[config.mk]
export PLATFORM = sky130hd
export DESIGN_NAME = json_string_unescaper
export DESIGN_NICKNAME = d
export VERILOG_FILES = /design/src/sv/jsu_pkg.sv /design/src/sv/jsu_front.sv /design/src/sv/jsu_queue.sv /design/src/sv/jsu_back.sv /design/src/sv/json_string_unescaper.sv
export SDC_FILE = /design/constraint.sdc
export NUM_CORES = 1
export LEC_CHECK = 0
export ABC_AREA = 1
export BUFFER_PORTS_ARGS = -buffer_cell sky130_fd_sc_hd__buf_2
export CAP_MARGIN = 15
export CORE_MARGIN = 3
export CORE_UTILIZATION = 35
export CTS_CLUSTER_SIZE = 40
export DETAILED_ROUTE_END_ITERATION = 16
export GPL_TIMING_DRIVEN = 0
export SETUP_SLACK_MARGIN = 0.15
export SYNTH_ARGS = -nofsm -noshare
export SYNTH_HDL_FRONTEND = slang
export SYNTH_SLANG_ARGS = --single-unit
[constraint.sdc]
create_clock -name clk -period 5.35 [get_ports clk]
set_input_delay 0.535 -clock clk [delete_from_list [all_inputs] [get_ports clk]]
set_output_delay 0.535 -clock clk [all_outputs]
set_load 0.005 [all_outputs]
[src/sv/jsu_pkg.sv]
// Shared types, character codes and helpers for the JSON string unescaper.
`default_nettype none
package jsu_pkg;

    typedef enum logic [1:0] {
        PH_IDLE,
        PH_BODY,
        PH_ESC,
        PH_HEX
    } phase_t;

    typedef enum logic [2:0] {
        CMD_DATA,
        CMD_DATA_UNTERM,
        CMD_CLOSE,
        CMD_ERR,
        CMD_UNI
    } cmd_kind_t;

    localparam logic [1:0] ST_DATA  = 2'd0;
    localparam logic [1:0] ST_CLOSE = 2'd1;
    localparam logic [1:0] ST_ERR   = 2'd2;

    localparam logic [2:0] E_NONE   = 3'd0;
    localparam logic [2:0] E_START  = 3'd1;
    localparam logic [2:0] E_ENDESC = 3'd2;
    localparam logic [2:0] E_BADESC = 3'd3;
    localparam logic [2:0] E_UNI    = 3'd4;
    localparam logic [2:0] E_UNTERM = 3'd5;

    localparam logic [7:0] CH_QUOTE  = 8'h22;
    localparam logic [7:0] CH_BSLASH = 8'h5C;
    localparam logic [7:0] CH_SLASH  = 8'h2F;
    localparam logic [7:0] CH_LC_B   = 8'h62;
    localparam logic [7:0] CH_LC_F   = 8'h66;
    localparam logic [7:0] CH_LC_N   = 8'h6E;
    localparam logic [7:0] CH_LC_R   = 8'h72;
    localparam logic [7:0] CH_LC_T   = 8'h74;
    localparam logic [7:0] CH_LC_U   = 8'h75;
    localparam logic [7:0] CH_BS     = 8'h08;
    localparam logic [7:0] CH_FF     = 8'h0C;
    localparam logic [7:0] CH_LF     = 8'h0A;
    localparam logic [7:0] CH_CR     = 8'h0D;
    localparam logic [7:0] CH_TAB    = 8'h09;
    localparam logic [7:0] CH_0      = 8'h30;
    localparam logic [7:0] CH_9      = 8'h39;
    localparam logic [7:0] CH_LC_A   = 8'h61;
    localparam logic [7:0] CH_UC_A   = 8'h41;
    localparam logic [7:0] CH_UC_F   = 8'h46;

    // hex digits held before the fourth one arrives
    localparam logic [1:0] HEX_HELD  = 2'd3;

    // result slots of a unicode request
    localparam logic [2:0] UNI_SLOT_BS = 3'd0;
    localparam logic [2:0] UNI_SLOT_U  = 3'd1;
    localparam logic [2:0] UNI_SLOT_D0 = 3'd2;
    localparam logic [2:0] UNI_SLOT_D1 = 3'd3;
    localparam logic [2:0] UNI_SLOT_D2 = 3'd4;
    localparam logic [2:0] UNI_SLOT_LAST = 3'd5;

    localparam int QDEPTH = 4;
    localparam int QAW    = $clog2(QDEPTH);

    typedef struct packed {
        cmd_kind_t  kind;
        logic [7:0] ch;
        logic [2:0] err;
        logic [7:0] d0;
        logic [7:0] d1;
        logic [7:0] d2;
    } cmd_t;

    function automatic logic is_hex(input logic [7:0] c);
        is_hex = (c >= CH_0 && c <= CH_9) || (c >= CH_LC_A && c <= CH_LC_F) ||
                 (c >= CH_UC_A && c <= CH_UC_F);
    endfunction

    // {hit, mapped byte} for a simple escape letter
    function automatic logic [8:0] esc_map(input logic [7:0] c);
        case (c)
            CH_QUOTE:  esc_map = {1'b1, CH_QUOTE};
            CH_BSLASH: esc_map = {1'b1, CH_BSLASH};
            CH_SLASH:  esc_map = {1'b1, CH_SLASH};
            CH_LC_B:   esc_map = {1'b1, CH_BS};
            CH_LC_F:   esc_map = {1'b1, CH_FF};
            CH_LC_N:   esc_map = {1'b1, CH_LF};
            CH_LC_R:   esc_map = {1'b1, CH_CR};
            CH_LC_T:   esc_map = {1'b1, CH_TAB};
            default:   esc_map = 9'd0;
        endcase
    endfunction

endpackage
`default_nettype wire

[src/sv/jsu_front.sv]
// Front end: scans input bytes, tracks string phase, issues result requests.
`default_nettype none
module jsu_front (
    input  wire logic          clk,
    input  wire logic          rst_n,
    input  wire logic          accept,
    input  wire logic [7:0]    in_byte,
    input  wire logic          is_final,
    output jsu_pkg::cmd_t      cmd,
    output logic               push
);

    jsu_pkg::phase_t phase_reg, phase_next;
    logic [1:0]      hex_count_reg, hex_count_next;
    logic [7:0]      hex_digits_reg [3];
    logic            hex_wr;
    logic [8:0]      map;

    always_ff @(posedge clk or negedge rst_n)
    begin
        if (!rst_n)
        begin
            phase_reg     <= jsu_pkg::PH_IDLE;
            hex_count_reg <= 2'd0;
        end
        else
        begin
            phase_reg     <= phase_next;
            hex_count_reg <= hex_count_next;
        end
    end

    always_ff @(posedge clk)
    begin
        if (hex_wr)
        begin
            hex_digits_reg[hex_count_reg] <= in_byte;
        end
    end

    assign map = jsu_pkg::esc_map(in_byte);

    always_comb
    begin
        phase_next     = phase_reg;
        hex_count_next = hex_count_reg;
        hex_wr         = 1'b0;
        push           = 1'b0;
        cmd.kind       = jsu_pkg::CMD_ERR;
        cmd.ch         = in_byte;
        cmd.err        = jsu_pkg::E_NONE;
        cmd.d0         = hex_digits_reg[0];
        cmd.d1         = hex_digits_reg[1];
        cmd.d2         = hex_digits_reg[2];
        if (accept)
        begin
            case (phase_reg)
                jsu_pkg::PH_IDLE:
                begin
                    if (in_byte != jsu_pkg::CH_QUOTE)
                    begin
                        push    = 1'b1;
                        cmd.err = jsu_pkg::E_START;
                    end
                    else if (is_final)
                    begin
                        push    = 1'b1;
                        cmd.err = jsu_pkg::E_UNTERM;
                    end
                    else
                    begin
                        phase_next = jsu_pkg::PH_BODY;
                    end
                end
                jsu_pkg::PH_BODY:
                begin
                    if (in_byte == jsu_pkg::CH_QUOTE)
                    begin
                        push       = 1'b1;
                        cmd.kind   = jsu_pkg::CMD_CLOSE;
                        phase_next = jsu_pkg::PH_IDLE;
                    end
                    else if (in_byte == jsu_pkg::CH_BSLASH)
                    begin
                        if (is_final)
                        begin
                            push       = 1'b1;
                            cmd.err    = jsu_pkg::E_ENDESC;
                            phase_next = jsu_pkg::PH_IDLE;
                        end
                        else
                        begin
                            phase_next = jsu_pkg::PH_ESC;
                        end
                    end
                    else
                    begin
                        push = 1'b1;
                        if (is_final)
                        begin
                            cmd.kind   = jsu_pkg::CMD_DATA_UNTERM;
                            phase_next = jsu_pkg::PH_IDLE;
                        end
                        else
                        begin
                            cmd.kind = jsu_pkg::CMD_DATA;
                        end
                    end
                end
                jsu_pkg::PH_ESC:
                begin
                    if (map[8])
                    begin
                        push   = 1'b1;
                        cmd.ch = map[7:0];
                        if (is_final)
                        begin
                            cmd.kind   = jsu_pkg::CMD_DATA_UNTERM;
                            phase_next = jsu_pkg::PH_IDLE;
                        end
                        else
                        begin
                            cmd.kind   = jsu_pkg::CMD_DATA;
                            phase_next = jsu_pkg::PH_BODY;
                        end
                    end
                    else if (in_byte == jsu_pkg::CH_LC_U)
                    begin
                        hex_count_next = 2'd0;
                        if (is_final)
                        begin
                            push       = 1'b1;
                            cmd.err    = jsu_pkg::E_UNI;
                            phase_next = jsu_pkg::PH_IDLE;
                        end
                        else
                        begin
                            phase_next = jsu_pkg::PH_HEX;
                        end
                    end
                    else
                    begin
                        push       = 1'b1;
                        cmd.err    = jsu_pkg::E_BADESC;
                        phase_next = jsu_pkg::PH_IDLE;
                    end
                end
                jsu_pkg::PH_HEX:
                begin
                    if (is_final || !jsu_pkg::is_hex(in_byte))
                    begin
                        push           = 1'b1;
                        cmd.err        = jsu_pkg::E_UNI;
                        phase_next     = jsu_pkg::PH_IDLE;
                        hex_count_next = 2'd0;
                    end
                    else if (hex_count_reg != jsu_pkg::HEX_HELD)
                    begin
                        hex_wr         = 1'b1;
                        hex_count_next = hex_count_reg + 2'd1;
                    end
                    else
                    begin
                        push           = 1'b1;
                        cmd.kind       = jsu_pkg::CMD_UNI;
                        phase_next     = jsu_pkg::PH_BODY;
                        hex_count_next = 2'd0;
                    end
                end
                default:
                begin
                    phase_next     = jsu_pkg::PH_IDLE;
                    hex_count_next = 2'd0;
                end
            endcase
        end
    end

endmodule
`default_nettype wire

[src/sv/jsu_queue.sv]
// Small request queue between the front end and the result sequencer.
`default_nettype none
module jsu_queue (
    input  wire logic          clk,
    input  wire logic          rst_n,
    input  wire logic          push,
    input  wire jsu_pkg::cmd_t wr_cmd,
    input  wire logic          pop,
    output jsu_pkg::cmd_t      rd_cmd,
    output logic               not_empty,
    output logic               full
);

    jsu_pkg::cmd_t                 mem [jsu_pkg::QDEPTH];
    logic [jsu_pkg::QAW-1:0]       wr_ptr_reg, rd_ptr_reg;
    logic [jsu_pkg::QAW:0]         count_reg;

    always_ff @(posedge clk or negedge rst_n)
    begin
        if (!rst_n)
        begin
            wr_ptr_reg <= '0;
            rd_ptr_reg <= '0;
            count_reg  <= '0;
        end
        else
        begin
            if (push)
            begin
                wr_ptr_reg <= wr_ptr_reg + 1'b1;
            end
            if (pop)
            begin
                rd_ptr_reg <= rd_ptr_reg + 1'b1;
            end
            if (push && !pop)
            begin
                count_reg <= count_reg + 1'b1;
            end
            else if (pop && !push)
            begin
                count_reg <= count_reg - 1'b1;
            end
        end
    end

    always_ff @(posedge clk)
    begin
        if (push)
        begin
            mem[wr_ptr_reg] <= wr_cmd;
        end
    end

    assign rd_cmd    = mem[rd_ptr_reg];
    assign not_empty = (count_reg != '0);
    assign full      = (count_reg == (jsu_pkg::QAW+1)'(jsu_pkg::QDEPTH));

endmodule
`default_nettype wire

[src/sv/jsu_back.sv]
// Back end: expands each request into its result bytes into an output register.
`default_nettype none
module jsu_back (
    input  wire logic          clk,
    input  wire logic          rst_n,
    input  wire jsu_pkg::cmd_t head,
    input  wire logic          head_valid,
    output logic               pop,
    output logic               out_valid,
    input  wire logic          out_ready,
    output logic [7:0]         decoded_byte,
    output logic [1:0]         status,
    output logic [2:0]         error_code,
    output logic               run_last
);

    logic [2:0] idx_reg, idx_next;
    logic       out_valid_reg;
    logic [7:0] byte_reg;
    logic [1:0] status_reg;
    logic [2:0] err_reg;
    logic       last_reg;
    logic       step;
    logic [7:0] r_byte;
    logic [1:0] r_status;
    logic [2:0] r_err;
    logic       r_last;

    always_comb
    begin
        r_byte   = 8'd0;
        r_status = jsu_pkg::ST_DATA;
        r_err    = jsu_pkg::E_NONE;
        r_last   = 1'b1;
        case (head.kind)
            jsu_pkg::CMD_DATA:
            begin
                r_byte = head.ch;
            end
            jsu_pkg::CMD_DATA_UNTERM:
            begin
                if (idx_reg == 3'd0)
                begin
                    r_byte = head.ch;
                    r_last = 1'b0;
                end
                else
                begin
                    r_status = jsu_pkg::ST_ERR;
                    r_err    = jsu_pkg::E_UNTERM;
                end
            end
            jsu_pkg::CMD_CLOSE:
            begin
                r_status = jsu_pkg::ST_CLOSE;
            end
            jsu_pkg::CMD_ERR:
            begin
                r_status = jsu_pkg::ST_ERR;
                r_err    = head.err;
            end
            jsu_pkg::CMD_UNI:
            begin
                r_last = (idx_reg == jsu_pkg::UNI_SLOT_LAST);
                case (idx_reg)
                    jsu_pkg::UNI_SLOT_BS: r_byte = jsu_pkg::CH_BSLASH;
                    jsu_pkg::UNI_SLOT_U:  r_byte = jsu_pkg::CH_LC_U;
                    jsu_pkg::UNI_SLOT_D0: r_byte = head.d0;
                    jsu_pkg::UNI_SLOT_D1: r_byte = head.d1;
                    jsu_pkg::UNI_SLOT_D2: r_byte = head.d2;
                    default:              r_byte = head.ch;
                endcase
            end
            default:
            begin
                r_status = jsu_pkg::ST_ERR;
                r_err    = head.err;
            end
        endcase
    end

    assign step = head_valid && (!out_valid_reg || out_ready);
    assign pop  = step && r_last;

    always_comb
    begin
        idx_next = idx_reg;
        if (pop)
        begin
            idx_next = 3'd0;
        end
        else if (step)
        begin
            idx_next = idx_reg + 3'd1;
        end
    end

    always_ff @(posedge clk or negedge rst_n)
    begin
        if (!rst_n)
        begin
            idx_reg       <= 3'd0;
            out_valid_reg <= 1'b0;
        end
        else
        begin
            idx_reg <= idx_next;
            if (step)
            begin
                out_valid_reg <= 1'b1;
            end
            else if (out_ready)
            begin
                out_valid_reg <= 1'b0;
            end
        end
    end

    always_ff @(posedge clk)
    begin
        if (step)
        begin
            byte_reg   <= r_byte;
            status_reg <= r_status;
            err_reg    <= r_err;
            last_reg   <= r_last;
        end
    end

    assign out_valid    = out_valid_reg;
    assign decoded_byte = byte_reg;
    assign status       = status_reg;
    assign error_code   = err_reg;
    assign run_last     = last_reg;

endmodule
`default_nettype wire

[src/sv/json_string_unescaper.sv]
// An accepted byte's request is written into the queue, and its first result is then
// registered into the output register once that is empty or being taken. Input is taken
// whenever the queue has room, one byte per cycle, and one result per cycle leaves while
// results are taken; a unicode escape gives six results from one request, so bytes right
// behind it can stall on the full four-entry queue. Output stalls reach input only through
// the queue. Reset (rst_n low, asynchronous) empties queue and output.
`default_nettype none
module json_string_unescaper (
    input  wire logic        clk,
    input  wire logic        rst_n,
    input  wire logic        in_valid,
    output logic             in_ready,
    input  wire logic [7:0]  in_byte,
    input  wire logic        is_final,
    output logic             out_valid,
    input  wire logic        out_ready,
    output logic [7:0]       decoded_byte,
    output logic [1:0]       status,
    output logic [2:0]       error_code,
    output logic             run_last
);

    jsu_pkg::cmd_t wr_cmd;
    jsu_pkg::cmd_t head;
    logic          push;
    logic          pop;
    logic          not_empty;
    logic          full;
    logic          accept;

    assign in_ready = !full;
    assign accept   = in_valid && in_ready;

    jsu_front u_front (
        .clk      (clk),
        .rst_n    (rst_n),
        .accept   (accept),
        .in_byte  (in_byte),
        .is_final (is_final),
        .cmd      (wr_cmd),
        .push     (push)
    );

    jsu_queue u_queue (
        .clk       (clk),
        .rst_n     (rst_n),
        .push      (push),
        .wr_cmd    (wr_cmd),
        .pop       (pop),
        .rd_cmd    (head),
        .not_empty (not_empty),
        .full      (full)
    );

    jsu_back u_back (
        .clk          (clk),
        .rst_n        (rst_n),
        .head         (head),
        .head_valid   (not_empty),
        .pop          (pop),
        .out_valid    (out_valid),
        .out_ready    (out_ready),
        .decoded_byte (decoded_byte),
        .status       (status),
        .error_code   (error_code),
        .run_last     (run_last)
    );

endmodule
`default_nettype wire
==> impl_results.md, run 1 <==
- Commonest non-fill, non-tap cell in the layout: edfxtp_1
- Compound-cell area share of the yosys netlist: 0.08371
- Slowest CP cell: dfrtp_1
- Rel. slew slack: 0.2153
- Die Footprint: 0.02696 mm²
- RSZ-0062 raised after global routing: no
- Area contributors post-synth: edfxtp_1 65%, nand2_1 6.0%, nor2_1 5.1%
- Power per cell area: 540.1 mW/mm²
- CTS Root Cell: clkbuf_16
- Final Worst Setup Slack: 2627 ps
- DRT antenna net count: 0
- Largest net degree at the start of global routing: 26
- Origin of the critical flop-to-flop path: u_queue.rd_ptr_reg[1]
- CTS tree: yes
- Post-Synth XOR/XNOR Area: 0.003000
- Placement Setup Slack: 2231 ps
- Mapped Area: 0.008758 mm²
- Fmax: 0.3673 GHz
- Hold Crit Class: in -> reg
- Period minus WS final: 2723 ps
- Crit path top cell by count: nand2_2
- Synth warnings: 0
- Worst VDD drop: 262.4 µV
- Syn Nets: 799
- Setup TNS: 0 ps
- Max Cap Viol: 0
- Reg2Reg Setup Slack: 2630 ps
- Cell taking the most area after synthesis: edfxtp_1
- Layout cells sized above 1: 0.1164
- # setup viols final: 0
- Clock Latency Late Sink: 490 ps
- Synth Area in Adders: 0.02229
- Die H: 164.2 µm
- Antenna violations before repair: 0
- Max Slew Vio Count: 0
- Crit end category: register
- Worst EP required: 5720 ps
- Max reg flops: 152
- First-pass GRT wire length: 31,210 µm
- Wire per inst: 17.45 µm
- Yosys reg bits: 205
- Number of flops mapped to enable cells by yosys: 190
- Tot GR Track Use: 0.1511
- Mux contribution to synthesized area: 0
- CP max FO: 10
- Worst Max-Slew Pin Slew: 1173 ps
- Hold Path Depth: 2
- Buffers on Ports: 28
- Sequential area share after synthesis: 0.6943
- Avg Inst Size Synth: 11.36 µm²
- Total grt overflow: 0
- Core area: 0.02446 mm²
- Startpoint types: register
- Synth Area in Simple Gates: 0.1540
- CTS Hold Buffers Added: 1
- Synth Instances: 771
- Hold Vio Cnt, Final: 0
- CTS max path bufs: 3
- Via count: 5,785
- Crit path kind: reg -> reg
- DRC Markers: 0
- CTS clk-pin slew, worst paths: 60 ps
- Ports: 29
- Post-Route WL: 20,350 µm
- Num rows: 57
- Vias in the first global route: 5,607
- Ys async rst share: 0.07317
- Syn-to-layout area delta: 16.04%
- Post-synth top area share: 0.6514
- Most frequent cells in the layout: 190 x edfxtp_1, 140 x nand2_1, 116 x nor2_1
- R2R depth: 14
- Final RePlAce weighted congestion: 0.8726
- Hold Crit Endpoint: u_back.out_valid
- Crit-path cells: inv_2 > buf_2 > nand3_1 > nand2_2 > nand2_2 > o21ai_2 > nand3_4 > nand2_2 > ha_1 > inv_1 > fa_1 > a21oi_1 > o21ai_0 > xor2_1
- Post-CTS Setup Inserts: 0
- Largest family of logic cells by synthesized area: simple AND/OR/NAND/NOR gates
- Synth Flop Type: edfxtp_1
- Clock Sinks: 205
- Drt first-iter violations: 596
- Crit Reg-Reg Endpoint: u_queue.count_reg[2]
- Initial Util: 0.3580
- Post-Route Skew: 7.185 ps
- CP peak stage delay: 460 ps
- PostCTS Resize Cnt: 0
- P_leak: 3.845 nW
- Synth cell types: 34
- Status: finished, final reports clean
- Hpwl dp: 13,780 µm
- Total CTS buffers: 22
- Worst hold path startpoint: out_ready
- Fillers: 2,238
- Ant. Diodes: 0
- H-tree depth: 1
- Die width: 164.2 µm
- Ratio of final minimum period to clock period: 0.5089
- Drt first pass iters: 5
- Net count, final: 857
- Drt via density: 4.961
- Crit path DAT: 3090 ps
report_power, final:
| group | internal, mW | switching (mW) | total (mW) |
|---|---|---|---|
| clock | 0.919 | 0.572 | 1.49 |
| sequential | 2.13 | 0.0900 | 2.22 |
| combinational | 0.546 | 1.23 | 1.78 |
| total | 3.60 | 1.89 | 5.49 |
routing by layer:
layer / routed length, µm / track usage / part of all wire / vias to the layer above
li1: - / - / - / 2795
met1: 9331 / 0.2108 / 0.46 / 2795
met2: 9366 / 0.2450 / 0.46 / 159
met3: 1146 / 0.02295 / 0.056 / 36
met4: 505 / 0.04537 / 0.025 / 0
met5: 0 / 0 / 0 / -
metrics by stage:
| stage | hold slack (ps) | cells | total power [mW] | cell area [µm²] | util |
|---|---|---|---|---|---|
| global route | 252.2 | 1166 | 5.815 | 10160 | 0.4155 |
| finish | 235.6 | 1166 | 5.489 | 10160 | 0.4155 |
| CTS | 237.1 | 1166 | 5.518 | 10160 | 0.4155 |
| detailed placement | 484.4 | 1128 | 4.030 | 9443 | 0.3860 |
| floorplan | 239.4 | 771 | 3.388 | 8758 | - |
| global placement | 475.0 | 1123 | 3.965 | 9304 | 0.3803 |
synthesized netlist by cell type, types with 3 or more instances:
cell	n
a31oi_1	3
nand2_1	140
ha_1	14
o21ai_1	3
o22ai_1	28
a21oi_1	12
buf_2	9
nand4_1	5
nor2_1	120
dfrtp_1	15
edfxtp_1	190
inv_2	3
nand2_2	6
inv_1	57
nand3_1	36
o21ai_0	86
nor3_1	6
clkbuf_1	16
critical path, delay by kind of cell (launching register included):
family,cells,cell delay [ps]
adder cells (fa/ha/maj),2,520
AND/OR/NAND/NOR,5,660
buffers and inverters,3,390
XOR/XNOR,1,150
flip-flops,1,460
AO/OA/AOI/OAI,3,420
kinds of logic (layout without fill, tap and decap cells):
family | after synthesis | after routing
buf+inv | 90 | 161
flops | 205 | 205
xor+xnor | 3 | 3
fa+ha+maj | 15 | 15
compound gates | 136 | 136
simple gates | 322 | 322
worst max-delay path by stage:
stage,depth (start not counted),from,end,slack [ps]
2_1_floorplan,10,in_byte[7],u_queue.mem[0][0],2090
3_3_place_gp,11,in_byte[7],u_queue.mem[3][5],100
3_5_place_dp,16,in_byte[7],u_queue.count_reg[1],2230
4_1_cts,9,u_queue.count_reg[0],u_queue.mem[3][29],2630
5_1_grt,16,in_byte[7],u_queue.count_reg[1],2400
6_report,14,u_queue.rd_ptr_reg[1],u_queue.count_reg[2],2630
area by class of cell:
type	count	area, µm²	area share
Timing Repair Buffer	34	252.7	0.02487
Multi-Input combinational cell	476	2340	0.2302
Buffer	29	142.6	0.01403
Sequential cell	205	6081	0.5983
Tap cell	324	405.4	0.03989
Clock buffer	33	643.1	0.06328
Inverter	61	231.5	0.02277
Clock inverter	4	67.56	0.006648
No activity file was read; power rests on OpenSTA's default activity.
==> inputs of run 2 (changes only) <==
==> constraint.sdc (replaced) <==
create_clock -name clk -period 2.28 [get_ports clk]
set_input_delay 0.228 -clock clk [delete_from_list [all_inputs] [get_ports clk]]
set_output_delay 0.228 -clock clk [all_outputs]
set_load 0.005 [all_outputs]
==> impl_results.md, run 2 (synthesis results as in run 1) <==
- Status: complete, but fails checks
- Failing checks: negative setup slack
- Max Slew Vio Count: 0 (unchanged)
- Ant. Diodes: 0 (unchanged)
- Worst hold path startpoint: in_byte[2]
- Total grt overflow: 0 (unchanged)
- Final Worst Setup Slack: -126.7 ps (-2754 ps)
- CTS max path bufs: 3 (unchanged)
- Max Cap Viol: 0 (unchanged)
- Crit end category: register
- Worst VDD drop: 514.7 µV (+96%)
- Rel. slew slack: 0.5153 (+0.3000)
- Syn-to-layout area delta: 21.97%
- Multi-input logic area: 0.002504 mm² (+7.0%)
- Max reg flops: 152 (unchanged)
- Crit Reg-Reg Endpoint: u_queue.count_reg[2]
- Ports: 29 (unchanged)
- Total CTS buffers: 21 (-4.5%)
- Clock Sinks: 205 (unchanged)
- Core area: 0.02446 mm² (unchanged)
- Most frequent cells in the layout: 190 x edfxtp_1, 132 x nand2_1, 109 x nor2_1
- Reg2Reg Setup Slack: -130 ps (-2750 ps)
- Power per cell area: 1286 mW/mm² (+140%)
- Fin area: 0.01068 mm² (+5.1%)
- Hold Crit Class: in -> reg
- First-pass GRT wire length: 31,550 µm (+1.1%)
- Hold Crit Endpoint: u_front.hex_digits_reg[2][2]
- Initial Util: 0.3580 (unchanged)
- Die width: 164.2 µm (unchanged)
- Crit path DAT: 2780 ps (-310 ps)
- Net count, final: 889 (+3.7%)
- Clock Latency Late Sink: 490 ps (about the same)
- CTS tree: yes
- Fmax: 0.4155 GHz (+13%)
- CTS clk-pin slew, worst paths: 60 ps (about the same)
- Origin of the critical flop-to-flop path: u_queue.rd_ptr_reg[0]
- Drt via density: 4.987 (+0.51%)
- H-tree depth: 1 (unchanged)
- Drt first-iter violations: 550 (-7.7%)
- Largest net degree at the start of global routing: 29 (+12%)
- Die H: 164.2 µm (unchanged)
- Num rows: 57 (unchanged)
- Cell Area, Placed: 0.009425 mm² (-0.19%)
- CTS Root Cell: clkbuf_16
- CP max FO: 6 (-4)
- Period minus WS final: 2407 ps (-316.0 ps)
- Drt first pass iters: 5 (unchanged)
- Crit path kind: reg -> reg
- Final RePlAce weighted congestion: 0.8555 (-2.0%)
- FF+latch area: 0.006082 mm² (about the same)
- DRC Markers: 0 (unchanged)
- Worst Max-Slew Pin Slew: 726.3 ps (-446.4 ps)
- Vias in the first global route: 5,625 (+0.32%)
- Hold Path Depth: 1 (-1)
- Buffers on Ports: 28 (unchanged)
- Layout cells sized above 1: 0.2023 (+0.08590)
- Via count: 5,979 (+3.4%)
- Wire per inst: 17.98 µm (+3.1%)
- Power Total: 13.73 mW (+150%)
- Hpwl dp: 13,660 µm (-0.84%)
- Antenna violations before repair: 0 (unchanged)
- Worst EP required: 2660 ps (-3060 ps)
- Setup TNS: -158.0 ps (-158.0 ps)
- Ratio of final minimum period to clock period: 1.056 (+0.5467)
- R2R depth: 15 (+1)
- P_leak: 4.090 nW (+6.4%)
- Hold Vio Cnt, Final: 0 (unchanged)
- Commonest non-fill, non-tap cell in the layout: edfxtp_1
- Post-Route Skew: 11.31 ps (+4.125 ps)
- DRT antenna net count: 0 (unchanged)
- Tot GR Track Use: 0.1543 (+0.003142)
- Post-Route WL: 21,560 µm (+6.0%)
- # setup viols final: 2 (+2)
- Fillers: 2,249 (+0.49%)
- Die Footprint: 0.02696 mm² (unchanged)
- RSZ-0062 raised after global routing: yes
- Startpoint types: register
-- run 2: cell types whose count changed in the layout (fill, tap and decap cells not counted), moves of 5 or more --
cell / change
o21ai_1: +5
clkbuf_2: +8
nor2_1: -7
o21ai_0: -5
nand3_1: -6
clkinv_2: +8
buf_4: +24
nor2_2: +6
nand2_1: -8
clkbuf_1: -15
nand3_2: +5
nand2_4: +7
-- run 2: final cells by class --
class / count / share of cell area
Tap cell: 324 / 0.03795
Buffer: 29 / 0.01651
Clock buffer: 23 / 0.05083
Sequential cell: 205 / 0.5693
Multi-Input combinational cell: 476 / 0.2344
Clock inverter: 14 / 0.01230
Timing Repair Buffer: 67 / 0.05610
Inverter: 61 / 0.02260
-- run 2: what timing repair did --
action	in CTS	in global routing
pin swaps	18	17
setup buffers	21	8
hold endpoints to repair	16	0
endpoints found under the setup margin	187	115
resized for setup	37	35
hold buffers	2	0
cloned	0	4
-- run 2: worst max-delay path by stage --
stage	slack [ps]	from	endpoint	cells after the start
finish	-130	u_queue.rd_ptr_reg[0]	u_queue.count_reg[2]	15
global route	-220	u_queue.rd_ptr_reg[0]	u_queue.count_reg[2]	16
CTS	-110	u_queue.rd_ptr_reg[0]	u_queue.count_reg[2]	16
detailed placement	-540	in_byte[7]	u_queue.count_reg[1]	16
global placement	-1410	in_byte[7]	u_queue.mem[3][12]	11
floorplan	-210	u_queue.count_reg[0]	u_queue.mem[0][0]	8
-- run 2: stage by stage --
step                      cells  hold WS, ps  setup WS, ps    util
after floorplan             771       -67.59        -212.3       -
after global placement     1123        173.3         -1414  0.3812
after detailed placement   1127        176.3        -536.7  0.3853
after CTS                  1187        19.05        -108.7  0.4253
after global routing       1199        42.98        -222.8  0.4367
final                      1199        42.09        -126.7  0.4367
-- run 2: critical path, stage by stage, from the launching register on --
cell     delay [ps]
dfrtp_1         380
buf_6           140
buf_6           130
nand2_1          70
nand3_2         100
nand2_4         150
inv_2            70
nand4_1         110
nand3_4         110
nand2_4          90
ha_4            150
inv_4            40
fa_2            400
a21oi_2         140
o21ai_1          80
xor2_1          140
-- run 2: where the power goes --
| group | leakage [nW] | switching (mW) | internal (mW) |
|---|---|---|---|
| Sequential | 1.93 | 0.203 | 5.00 |
| Clock | 0.331 | 1.40 | 1.95 |
| Combinational | 1.83 | 3.29 | 1.89 |
| Total | 4.09 | 4.89 | 8.84 |
-- run 2: per-layer routing --
layer / vias up / wire length [µm] / part of all wire / track usage
met5: - / 0 / 0 / 0
met4: 0 / 372 / 0.017 / 0.03845
met3: 33 / 1315 / 0.061 / 0.02799
met2: 181 / 10410 / 0.48 / 0.2587
met1: 2897 / 9470 / 0.44 / 0.2081
li1: 2868 / - / - / -
==> inputs of run 3 (changes only) <==
--- a/config.mk
+++ b/config.mk
@@ -16,4 +16,5 @@
 export SETUP_SLACK_MARGIN = 0.15
 export SYNTH_ARGS = -nofsm -noshare
 export SYNTH_HDL_FRONTEND = slang
+export SYNTH_HIERARCHICAL = 1
 export SYNTH_SLANG_ARGS = --single-unit
==> impl_results.md, run 3 <==
- Post-layout util: 0.4425 (+0.005773)
- Buffers on Ports: 28 (unchanged)
- Failing checks: negative setup slack
- Via count: 6,363 (+6.4%)
- Vias in the first global route: 6,188 (+10%)
- Max reg flops: 152 (unchanged)
- Drt first-iter violations: 491 (-11%)
- Slowest CP cell: fa_2
- Core area: 0.02643 mm² (+8.0%)
- CP peak stage delay: 420 ps (+20 ps)
- Placement Setup Slack: -844.6 ps (-307.9 ps)
- Synth warnings: 6 (+6)
- Hold Vio Cnt, Final: 0 (unchanged)
- Avg Inst Size Synth: 11.16 µm² (-1.8%)
- Layout cells sized above 1: 0.2583 (+0.05598)
- Die Footprint: 0.02924 mm² (+8.5%)
- Most frequent cells in the layout: 207 x nand2_1, 190 x edfxtp_1, 114 x inv_1
- Fin area: 0.01169 mm² (+9.5%)
- Total CTS buffers: 24 (+14%)
- Hold Crit Class: in -> reg
- Number of flops mapped to enable cells by yosys: 190 (unchanged)
- Setup TNS: -654.3 ps (-496.4 ps)
- Crit path kind: reg -> reg
- Worst Max-Slew Pin Slew: 653.8 ps (-72.54 ps)
- CTS tree: yes
- Synth Instances: 854 (+11%)
- Fmax: 0.3803 GHz (-8.5%)
- Post-synth top area share: 0.5987 (-0.05269)
- Syn Nets: 882 (+10%)
- CTS clk-pin slew, worst paths: 60 ps (about the same)
- Period minus WS final: 2630 ps (+222.9 ps)
- Power Total: 15.38 mW (+12%)
- Die H: 171.0 µm (+4.2%)
- Ant. Diodes: 0 (unchanged)
- CTS Root Cell: clkbuf_16
- Sequential area share after synthesis: 0.6381 (-0.05616)
- Clock Sinks: 205 (unchanged)
- Most common cell in the netlist: nand2_1
- Area contributors post-synth: edfxtp_1 60%, nand2_1 8.9%, inv_1 5.0%
- Post-Route WL: 23,180 µm (+7.5%)
- Die width: 171.0 µm (+4.2%)
- Yosys reg bits: 205 (unchanged)
- Power per cell area: 1316 mW/mm² (+2.3%)
- CP max FO: 10 (+4)
- Cell Area, Placed: 0.01018 mm² (+8.0%)
- Synth Flop Type: edfxtp_1
- Post-Route Skew: 19.91 ps (+8.596 ps)
- Drt via density: 4.883 (-2.1%)
- Cell taking the most area after synthesis: edfxtp_1
- Max Slew Vio Count: 0 (unchanged)
- Rel. slew slack: 0.5608 (+0.04553)
- CP delay by family, top: simple AND/OR/NAND/NOR gates
- Largest net degree at the start of global routing: 20 (-31%)
- Status: complete, but fails checks
- Commonest non-fill, non-tap cell in the layout: nand2_1
- Antenna violations before repair: 0 (unchanged)
- RSZ-0062 raised after global routing: yes
- Most frequent cells after synthesis: 226 x nand2_1, 190 x edfxtp_1, 126 x inv_1
- P_leak: 4.717 nW (+15%)
- Num rows: 59 (+3.5%)
- Total grt overflow: 0 (unchanged)
- Reg2Reg Setup Slack: -350 ps (-220 ps)
- Crit-path cells: buf_6 > buf_8 > o211ai_1 > nand2_1 > inv_2 > nand2_4 > nor2_4 > nand3_2 > nand2_2 > nand2_2 > inv_4 > inv_4 > ha_4 > inv_4 > fa_2 > nand2_1 > nand2_1
- CTS max path bufs: 3 (unchanged)
- Final RePlAce weighted congestion: 0.8405 (-1.8%)
- Crit path DAT: 3020 ps (+240 ps)
- Hpwl dp: 14,300 µm (+4.7%)
- Synth cell types: 40 (+18%)
- Bufs and invs on worst path: 6 (+2)
- DRC Markers: 0 (unchanged)
- Net count, final: 978 (+10%)
- Worst EP required: 2670 ps (about the same)
- Tot GR Track Use: 0.1566 (+0.002293)
- Worst VDD drop: 768.9 µV (+49%)
- Max Cap Viol: 0 (unchanged)
- Initial Util: 0.3606 (+0.002534)
- Ports: 29 (unchanged)
- Clock Latency Late Sink: 510 ps (+20 ps)
- Syn-to-layout area delta: 22.72%
- Ys async rst share: 0.07317 (unchanged)
- Wire per inst: 17.79 µm (-1.1%)
- Startpoint types: register
- Drt first pass iters: 7 (+2)
- First-pass GRT wire length: 34,890 µm (+11%)
- H-tree depth: 1 (unchanged)
- Ratio of final minimum period to clock period: 1.153 (+0.09778)
- Mapped Area: 0.009529 mm² (+8.8%)
- Crit end category: register
- DRT antenna net count: 0 (unchanged)
- # setup viols final: 2 (unchanged)
- Final Worst Setup Slack: -349.6 ps (-222.9 ps)
-- run 3: cell count changes after synthesis, sizes merged, moves of 13 or more --
cell,before,now
buf,13,27
inv,61,139
o22ai,28,0
nand2,147,239
o211ai,0,76
nor2,122,46
o21ai,91,23
clkbuf,16,3
-- run 3: path summary, 6_finish.rpt --
| kind | depth (start not counted) | endpoint | from |
|---|---|---|---|
| setup / recovery | 17 | u_queue/count_reg[1] | u_queue/rd_ptr_reg[0] |
| hold / removal | 1 | u_front/hex_digits_reg[2][1] | in_byte[1] |
| setup reg to reg | 17 | u_queue/count_reg[1] | u_queue/rd_ptr_reg[0] |
| hold reg to reg | 2 | u_queue/count_reg[2] | u_queue/count_reg[2] |
| max in group asynchronous | 2 | u_front/phase_reg[0] | rst_n |
| min in group asynchronous | 2 | u_back/out_valid | rst_n |
-- run 3: cell type report --
| cell class | count | area, µm² |
|---|---|---|
| clock inverters | 10 | 130.1 |
| flip-flops and latches | 205 | 6082 |
| plain buffers | 28 | 282.8 |
| fillers | 2387 | 14730 |
| repair inverters | 4 | 30.03 |
| multi-input cells | 478 | 2867 |
| clock buffers | 34 | 669.4 |
| well taps | 335 | 419.2 |
| repair buffers | 68 | 646.9 |
| inverters | 141 | 566.8 |
-- run 3: kinds of logic (layout without fill, tap and decap cells) --
kind of cell             Yosys count  after routing  synth area share
AND/OR/NAND/NOR                  348            348            0.1626
flip-flops                       205            205            0.6381
AO/OA/AOI/OAI                    111            111           0.09559
buffers and inverters            171            285           0.07957
XOR/XNOR                           4              4          0.003677
adder cells (fa/ha/maj)           15             15           0.02048
-- run 3: timing repair --
item | in CTS | in global routing
buffers inserted | 18 | 17
cloned | 4 | 3
endpoints found under the setup margin | 161 | 162
hold endpoints to repair | 16 | 0
resized for setup | 16 | 47
hold buffers | 2 | 0
pin swaps | 6 | 31
-- run 3: layer usage --
metal  up-vias  share of wire  GRT usage
li1       3080              -          -
met1      3050           0.45     0.2200
met2       195           0.47     0.2537
met3        38          0.063    0.03004
met4         0          0.017    0.03569
met5         -              0          0
-- run 3: metrics by stage --
step                      hold WS [ps]  cells
final                            45.68   1303
after global routing             33.24   1303
after CTS                        41.09   1285
after detailed placement         209.4   1217
after global placement           206.8   1217
after floorplan                 -67.59    854
-- run 3: where the power goes --
group	total [mW]	switching, mW	internal, mW
Combinational	6.30	3.88	2.42
Clock	3.82	1.44	2.38
Sequential	5.27	0.235	5.03
